**src/sv/dbgf_pkg.sv**
```systemverilog
// shared constants and types of the depth band free gap finder
`default_nettype none

package dbgf_pkg;

  // parameter defaults
  localparam int MAX_COLS_DEF = 256;
  localparam int TOP_N_DEF    = 2;

  // field and state widths
  localparam int DEPTH_W   = 14;
  localparam int SUM_W     = 22;
  localparam int ROW_W     = 9;
  localparam int FW_W      = 9;
  localparam int BF_W      = 8;
  localparam int BE_W      = 9;
  localparam int NL_W      = 14;
  localparam int NEED_W    = NL_W + ROW_W;
  localparam int GAP_COL_W = 8;
  localparam int GAP_LEN_W = 9;

  localparam logic [SUM_W-1:0] SUM_MAX = '1;
  localparam logic [ROW_W-1:0] ROW_SAT = '1;

  // stream widths
  localparam int IN_TDATA_W  = 16;
  localparam int OUT_TDATA_W = 32;

  // register port
  localparam int CFG_AW = 4;
  localparam int CFG_DW = 32;

  localparam logic [FW_W-1:0] FW_RST = FW_W'(240);
  localparam logic [BF_W-1:0] BF_RST = BF_W'(60);
  localparam logic [BE_W-1:0] BE_RST = BE_W'(120);
  localparam logic [NL_W-1:0] NL_RST = NL_W'(800);

  typedef enum logic [1:0] {
    REG_FRAME_WIDTH = 2'd0,
    REG_BAND_FIRST  = 2'd1,
    REG_BAND_END    = 2'd2,
    REG_NEAR_LIMIT  = 2'd3
  } cfg_reg_e;

  // per pixel control, decided when the item is taken
  typedef struct packed {
    logic in_band;
    logic first_row;
    logic judge;
    logic row_last;
    logic fend;
  } px_ctrl_t;

  // column verdict handed to the ranker
  typedef struct packed {
    logic free;
    logic judge;
    logic row_last;
    logic fend;
  } verdict_t;

  // one ranked result, gap_start in the lowest bits
  typedef struct packed {
    logic [GAP_LEN_W-1:0] gap_length;
    logic [GAP_COL_W-1:0] gap_end;
    logic [GAP_COL_W-1:0] gap_start;
  } gap_rec_t;

endpackage

`default_nettype wire

```
**src/sv/dbgf_gap_rank.sv**
```systemverilog
// run tracking, top gap ranking and result bank
`default_nettype none

module dbgf_gap_rank #(
  parameter int TOP_N = dbgf_pkg::TOP_N_DEF,
  parameter int COL_W = 8
) (
  input  wire                 clk_i,
  input  wire                 rst_ni,
  input  wire                 vd_vld_i,
  input  dbgf_pkg::verdict_t  vd_i,
  input  wire  [COL_W-1:0]    vd_col_i,
  output logic                bank_busy_o,
  output logic                out_vld_o,
  input  wire                 out_rdy_i,
  output dbgf_pkg::gap_rec_t  out_rec_o,
  output logic                out_present_o,
  output logic                out_last_o
);
  import dbgf_pkg::*;

  localparam int IDX_W = (TOP_N > 1) ? $clog2(TOP_N) : 1;
  localparam logic [IDX_W-1:0] IDX_LAST = IDX_W'(TOP_N - 1);

  logic             prev_q;
  logic [COL_W-1:0] rb_q;
  logic [COL_W-1:0] beg_q  [TOP_N];
  logic [COL_W-1:0] fin_q  [TOP_N];
  logic [TOP_N-1:0] pres_q;
  logic [COL_W:0]   len_q  [TOP_N];

  logic [COL_W-1:0] beg_n  [TOP_N];
  logic [COL_W-1:0] fin_n  [TOP_N];
  logic [TOP_N-1:0] pres_n;
  logic [TOP_N-1:0] ins_at;
  logic [TOP_N-1:0] shift;

  logic             judge, fend, start_run, pf_mid, close_a, close_b, do_rank;
  logic             prev_d;
  logic [COL_W-1:0] rb_mid, r_first, r_last;
  logic [COL_W:0]   r_len;

  gap_rec_t         bank_q  [TOP_N];
  logic [TOP_N-1:0] bank_pres_q;
  logic             bank_vld_q;
  logic [IDX_W-1:0] idx_q;

  // run bookkeeping: a run closes on a blocked column, at row end, or at frame end
  assign judge     = vd_vld_i && vd_i.judge;
  assign fend      = vd_vld_i && vd_i.fend;
  assign start_run = judge && vd_i.free && !prev_q;
  assign rb_mid    = start_run ? vd_col_i : rb_q;
  assign pf_mid    = judge ? vd_i.free : prev_q;
  assign close_a   = judge && !vd_i.free && prev_q;
  assign close_b   = pf_mid && ((judge && vd_i.row_last) || fend);
  assign r_first   = rb_mid;
  assign r_last    = close_a ? (vd_col_i - 1'b1) : vd_col_i;
  assign r_len     = {1'b0, r_last} - {1'b0, r_first} + 1'b1;
  // single columns never count as gaps
  assign do_rank   = (close_a || close_b) && (r_last > r_first);
  assign prev_d    = pf_mid && !(judge && vd_i.row_last) && !fend;

  always_comb begin
    for (int k = 0; k < TOP_N; k++) begin
      len_q[k] = {1'b0, fin_q[k]} - {1'b0, beg_q[k]} + 1'b1;
    end
  end

  // insertion point: first empty rank or first strictly shorter gap
  always_comb begin
    logic seen;
    logic hit;
    seen = 1'b0;
    hit  = 1'b0;
    for (int k = 0; k < TOP_N; k++) begin
      hit       = !pres_q[k] || (r_len > len_q[k]);
      ins_at[k] = do_rank && hit && !seen;
      shift[k]  = do_rank && seen;
      seen      = seen || (do_rank && hit);
    end
  end

  always_comb begin
    beg_n  = beg_q;
    fin_n  = fin_q;
    pres_n = pres_q;
    for (int k = 1; k < TOP_N; k++) begin
      if (shift[k]) begin
        beg_n[k]  = beg_q[k-1];
        fin_n[k]  = fin_q[k-1];
        pres_n[k] = pres_q[k-1];
      end
    end
    for (int k = 0; k < TOP_N; k++) begin
      if (ins_at[k]) begin
        beg_n[k]  = r_first;
        fin_n[k]  = r_last;
        pres_n[k] = 1'b1;
      end
    end
  end

  always_ff @(posedge clk_i or negedge rst_ni) begin
    if (!rst_ni) begin
      prev_q     <= 1'b0;
      rb_q       <= '0;
      pres_q     <= '0;
      bank_vld_q <= 1'b0;
      idx_q      <= '0;
    end else begin
      if (vd_vld_i) begin
        prev_q <= prev_d;
        rb_q   <= fend ? '0 : rb_mid;
        pres_q <= fend ? '0 : pres_n;
      end
      if (fend) begin
        bank_vld_q <= 1'b1;
        idx_q      <= '0;
      end else if (bank_vld_q && out_rdy_i) begin
        if (idx_q == IDX_LAST) begin
          bank_vld_q <= 1'b0;
        end else begin
          idx_q <= idx_q + 1'b1;
        end
      end
    end
  end

  always_ff @(posedge clk_i) begin
    if (vd_vld_i) begin
      beg_q <= beg_n;
      fin_q <= fin_n;
    end
    if (fend) begin
      bank_pres_q <= pres_n;
      for (int k = 0; k < TOP_N; k++) begin
        if (pres_n[k]) begin
          bank_q[k].gap_start  <= GAP_COL_W'(beg_n[k]);
          bank_q[k].gap_end    <= GAP_COL_W'(fin_n[k]);
          bank_q[k].gap_length <= GAP_LEN_W'({1'b0, fin_n[k]} - {1'b0, beg_n[k]} + 1'b1);
        end else begin
          bank_q[k] <= '0;
        end
      end
    end
  end

  assign bank_busy_o   = bank_vld_q;
  assign out_vld_o     = bank_vld_q;
  assign out_rec_o     = bank_q[idx_q];
  assign out_present_o = bank_pres_q[idx_q];
  assign out_last_o    = (idx_q == IDX_LAST);

endmodule

`default_nettype wire

```
**config.mk**
```make
export PLATFORM = sky130hd
export DESIGN_NAME = dbgf_gap_rank
export DESIGN_NICKNAME = d
export VERILOG_FILES = /design/src/sv/dbgf_pkg.sv /design/src/sv/dbgf_gap_rank.sv
export SDC_FILE = /design/constraint.sdc
export NUM_CORES = 1
export LEC_CHECK = 0
export ABC_AREA = 1
export ABC_CLOCK_PERIOD_IN_PS = 5700
export BUFFER_PORTS_ARGS = -buffer_cell sky130_fd_sc_hd__buf_2
export CAP_MARGIN = 25
export CORE_UTILIZATION = 40
export CTS_BUF_LIST = sky130_fd_sc_hd__clkbuf_4 sky130_fd_sc_hd__clkbuf_8 sky130_fd_sc_hd__clkbuf_16
export DETAILED_ROUTE_END_ITERATION = 8
export GPL_TIMING_DRIVEN = 0
export PLACE_DENSITY_LB_ADDON = 0.25
export SLEW_MARGIN = 30
export SYNTH_ARGS = -nofsm -noshare
export SYNTH_HDL_FRONTEND = slang
export SYNTH_SLANG_ARGS = --single-unit
export TNS_END_PERCENT = 5
```
**constraint.sdc**
```tcl
create_clock -name clk_i -period 5.7 [get_ports clk_i]
set_input_delay 0.57 -clock clk_i [delete_from_list [all_inputs] [get_ports clk_i]]
set_output_delay 0.57 -clock clk_i [all_outputs]
set_load 0.05 [all_outputs]
```
== After elaboration in Yosys (flattened, before gate mapping) ==
Memories as Yosys holds them, arrays and structs flattened.
Index checks and enable logic that the tools add are counted.
Storage, ports and cells
  memories: 1
  RAM bits: 50
  bits of input ports: 16
  register bits: 47
  logic and storage cells: 95
  output and inout port bits: 29
Memory list
  bank_q: depth 2, bits a word 25, read ports 1, clocked after Yosys merged registers in 0, wr ports 2, RTL line dbgf_gap_rank.sv:43  | gap_rec_t bank_q [TOP_N];
Operators by class
  magnitude comparators: 4
  reductions and logical operators: 30
  muxes and demuxes: 36
  bitwise gates (word level): 2
  $add $sub $neg: 12
Operators with widths (number)
  $mux 8: 9
  $mux 25: 2
  $add 9x1->9 const B: 5
  $sub 8x8->9: 5
  $mux 1: 24
  $gt 9x9->1: 2
  $logic_and 1x1->1: 16
  $gt 8x8->1: 1
  $sub 8x1->8 const B: 1
  $logic_not 1->1: 7
  $logic_or 1x1->1: 4
  $reduce_bool 2->1: 2
  $lt 1x2->1 const B: 1
  $mux 2: 1
  $or 1x1->1: 2
  $reduce_and 2->1: 1
  $add 1x1->1 const B: 1

== Longest topological paths before layout ==
  depth in word-level cells: 16
  depth in mapped cells: 47

== Worst setup path before layout ==
No wires, ideal clock.
  kind: input to register
  from: input vd_i[2] in the netlist's numbering
  to: memory bank_q[0][23] in the netlist's numbering, data pin
  setup slack: -0.619 ns
  required time: 5.451 ns
  arrival time: 6.070 ns
  library setup time: 0.249 ns
  cell stages on the path: 39
  cell sequence: nand2_2 -> nor3_4 -> nand4_1 -> nor3_1 -> xor2_1 -> inv_1 -> fa_1 -> nand2_1 -> nand3b_1 -> nand2_1 -> nand2_1 -> a21oi_1 -> nor2_1 -> xor2_1 -> ha_1 -> nand2_1 -> nor2_1 -> nand4_1 -> [... 3 more ...] -> nand2_8 -> buf_4 -> o21ai_1 -> inv_1 -> ha_1 -> inv_1 -> ha_1 -> inv_1 -> fa_1 -> o31ai_1 -> inv_1 -> nor2_1 -> nor2_1 -> nor2_1 -> nor2_1 -> xnor2_1 -> nand2_1 -> inv_1
RTL lines
  start: declaration: RTL line dbgf_gap_rank.sv:11  | input dbgf_pkg::verdict_t vd_i,
  end: declaration: RTL line dbgf_gap_rank.sv:43

==> key figures <==
Drt
  – Final WL: roughly 21,000 µm
  – Vias per std cell: just over 5
  – DR iter-0 viols: 453
  – Drt pass-1 iters: 6
  – DRC viols: 0
  – Routed vias: 6,217
  – Drt wl/cell: between 15 and 20 µm
  – Post-route ant nets: 0

Critical path
  – Crit path max fanout: 7
  – Crit-path max cell delay: between 0.5 and 0.6 ns
  – Flop2flop setup slack: -0.55 ns
  – CP most frequent cell: buf_4
  – Buffers & Inverters on Critical Path: 24
  – Slowest CP cell: fa_1
  – Critical Path AT: roughly 6.5 ns
  – Worst path required time: 5.93 ns
  – CP Capture Type: flop
  – Worst setup path class: in -> reg
  – Startpoint Class: input pin
  – Delay-heaviest family, CP: buffers and inverters

Placed design
  – Placer Congestion: a little under 0.9
  – Post-DP HPWL: roughly 15,000 µm
  – Port bufs: 44

Global routing
  – Antenna violations before repair: 0
  – First-pass GRT wire length: 31,750 µm
  – Vias in the first global route: 5,994
  – GRT overflow: 0
  – Gr usage total: around 23%
  – Pin count of the biggest net entering global routing: 27

Clock tree
  – Total CTS buffers: 9
  – Clk buf depth: 2
  – Count of clock tree sinks: slightly below 100
  – Hold Buf Count CTS: 0
  – Root Driver: clkbuf_16
  – Clk_lat worst skew: ~0.36 ns
  – CTS tree: yes
  – H-tree depth: 3
  – Reg clk slew, reported paths: around 0.070 ns

Logic synthesis
  – Mapped Area: roughly 7300 µm²
  – Synthesized flop and latch total: slightly below 100
  – Syn Area/Cell: between 8 and 9 µm²
  – Syn nets: roughly 950
  – Most frequently used flop master after synthesis: edfxtp_1
  – Most frequent cell after synthesis: nand2_1
  – Top cells by count, synth: nand2_1 (149), inv_1 (137), ha_1 (93)
  – Post-synth EDFFs: 76
  – Yosys warnings: 0
  – Top cells by area, synth: edfxtp_1 (31%), ha_1 (16%), nand2_1 (7.6%)
  – Top cell type's share of synthesized area: 31.08%
  – Cell count after synthesis: 837
  – Post-synth ARST share: 13.40%
  – Library cells used by synthesis: 46
  – Register area share after synthesis: between 30% and 40%
  – Area leader, netlist: edfxtp_1

Cells and area
  – Area grow syn2layout: 31.85%
  – NumNets Final: roughly 1,100
  – Fill cells: ~1,600
  – Inserted Diodes: 0
  – Multi-input gate area: ~4500 µm²
  – FF/Latch Area: 2768 µm²
  – Fraction of layout cells with a size suffix above 1: 35.54%

STA
  – Minimum clock period: about 6.3 ns
  – Setup ws final: -0.5747 ns
  – Fmax: around 160 MHz
  – Clock Skew: between 0.01 and 0.015 ns
  – Final period utilization: 110.1%
  – Max Slew Vio Count: 0
  – Final Hold Vio Count: 0
  – Setup violations, final: 10
  – Setup TNS: -3.863 ns
  – Slew HR: between 50% and 60%
  – Slew @ Worst Pin: just over 0.7 ns
  – RSZ-0062 raised after global routing: yes

Power
  – PD cells: between 300 and 400 nW/µm²
  – Total chip power: about 3.3 mW
  – Leakage power: 4.704 nW
  – VDD IR max: 0.0002364 V

Floorplan
  – Core Footprint: ~18,000 µm²
  – Die X: approximately 140 µm
  – Die footprint: ~19,000 µm²
  – Num rows: 49
  – Initial Util: a little over 40%
  – Die Span Y: 137.5 µm
  – IO Pins: 45

Run
  – Number of max-cap violations: 0

Worst hold path
  – HP Class: in -> async

Outcome
  – Outcome: finished with violations
  – Violated checks: setup timing
## kinds of logic (layout without fill, tap and decap cells)
group	count (synthesis)	in the layout	share of synthesized area, %
buffers and inverters	171	330	9.252
AO/OA/AOI/OAI	64	64	5.060
AND/OR/NAND/NOR	351	351	22.75
adder cells (fa/ha/maj)	101	101	18.03
XOR/XNOR	26	26	3.101
multiplexers	27	27	4.123
flip-flops	97	97	37.69
## registers in the layout, indices dropped and copies added, names as in the netlist
signal       cells
bank_busy_o      1
beg_q           16
bank_q          50
bank_pres_q      2
fin_q           16
pres_q           2
prev_q           1
out_last_o       1
rb_q             8
## worst register-to-register path: cells and delay by family, from the launching register on
family,cells,cell delay [ns]
DFF,1,0.36
and+or+nand+nor,19,2.18
adders and majority gates,1,0.54
buffers and inverters,24,2.82
xor gates and xnor gates,1,0.22
## through the flow
| stage | setup slack (ns) | std cells | instance area (µm²) | hold slack [ns] | util [%] |
|---|---|---|---|---|---|
| 6_report | -0.5747 | 1225 | 9682 | 0.1060 | 53.90 |
| 5_1_grt | -0.8096 | 1225 | 9682 | 0.1285 | 53.90 |
| 4_1_cts | -0.4904 | 1200 | 9271 | 0.1098 | 51.61 |
| 3_5_place_dp | -2.406 | 1111 | 7898 | 0.4394 | 43.96 |
| 3_3_place_gp | -2.404 | 1110 | 7876 | 0.4365 | 43.85 |
| 2_1_floorplan | -0.4111 | 837 | 7370 | 0.2744 | - |
## path summary, 6_finish.rpt
check	to	start	depth (start not counted)
min in group clk_i	beg_q[12]	vd_vld_i	1
hold / removal	rb_q[1]	rst_ni	1
setup reg to reg	bank_q[1][10]	prev_q	45
hold reg to reg	bank_q[1][3]	bank_q[1][3]	2
max in group asynchronous	out_last_o	rst_ni	1
setup / recovery	bank_q[1][10]	vd_vld_i	46
## placed cells by master, fill, tap and decap left out, types with 4 or more instances in the layout
| master | count |
|---|---|
| nand3_2 | 12 |
| nand4_1 | 9 |
| mux2_2 | 26 |
| buf_2 | 46 |
| a21oi_1 | 20 |
| nor2_4 | 5 |
| o21ai_2 | 7 |
| nor2_2 | 10 |
| nand2_2 | 17 |
| ha_1 | 78 |
| o21ai_1 | 6 |
| o21ai_0 | 5 |
| buf_6 | 8 |
| clkbuf_16 | 9 |
| fa_1 | 5 |
| and2_1 | 4 |
| o21ai_4 | 9 |
| nand2_1 | 128 |
| nand3_1 | 64 |
| edfxtp_1 | 76 |
| ha_4 | 12 |
| xor2_2 | 6 |
| a21oi_2 | 6 |
| nand3b_1 | 6 |
| xor2_1 | 6 |
| dfrtp_1 | 13 |
| nor2_1 | 68 |
| inv_2 | 28 |
| buf_4 | 94 |
| nand2_4 | 10 |
| inv_1 | 122 |
| buf_8 | 4 |
| xnor2_1 | 13 |
| dfxtp_1 | 8 |
## area by class of cell
class,count,share of cell area (%)
Timing Repair Buffer,143,10.88
Multi-Input combinational cell,569,46.98
Buffer,18,1.667
Inverter,153,6.022
Tap cell,229,2.959
Sequential cell,97,28.59
Clock inverter,5,0.4265
Clock buffer,11,2.481
## per-layer routing
| metal | vias up | track usage, % | share of wire [%] |
|---|---|---|---|
| li1 | 3049 | - | - |
| met1 | 2910 | 30.28 | 44 |
| met4 | 0 | 8.791 | 2.9 |
| met2 | 206 | 37.30 | 47 |
| met5 | - | 0 | 0 |
| met3 | 52 | 3.753 | 5.5 |
## power by group
group | total [mW] | switching (mW) | internal, mW
sequential | 0.921 | 0.0453 | 0.876
combinational | 1.76 | 1.04 | 0.717
clock | 0.590 | 0.281 | 0.309
total | 3.27 | 1.37 | 1.90
## timing repair
item,4_1_cts,5_1_grt
pin swaps,66,60
setup buffers,72,26
gates cloned,1,0
setup endpoints to repair,76,15
resized for setup,119,52
Note: power is estimated with default switching activity, not from simulation.
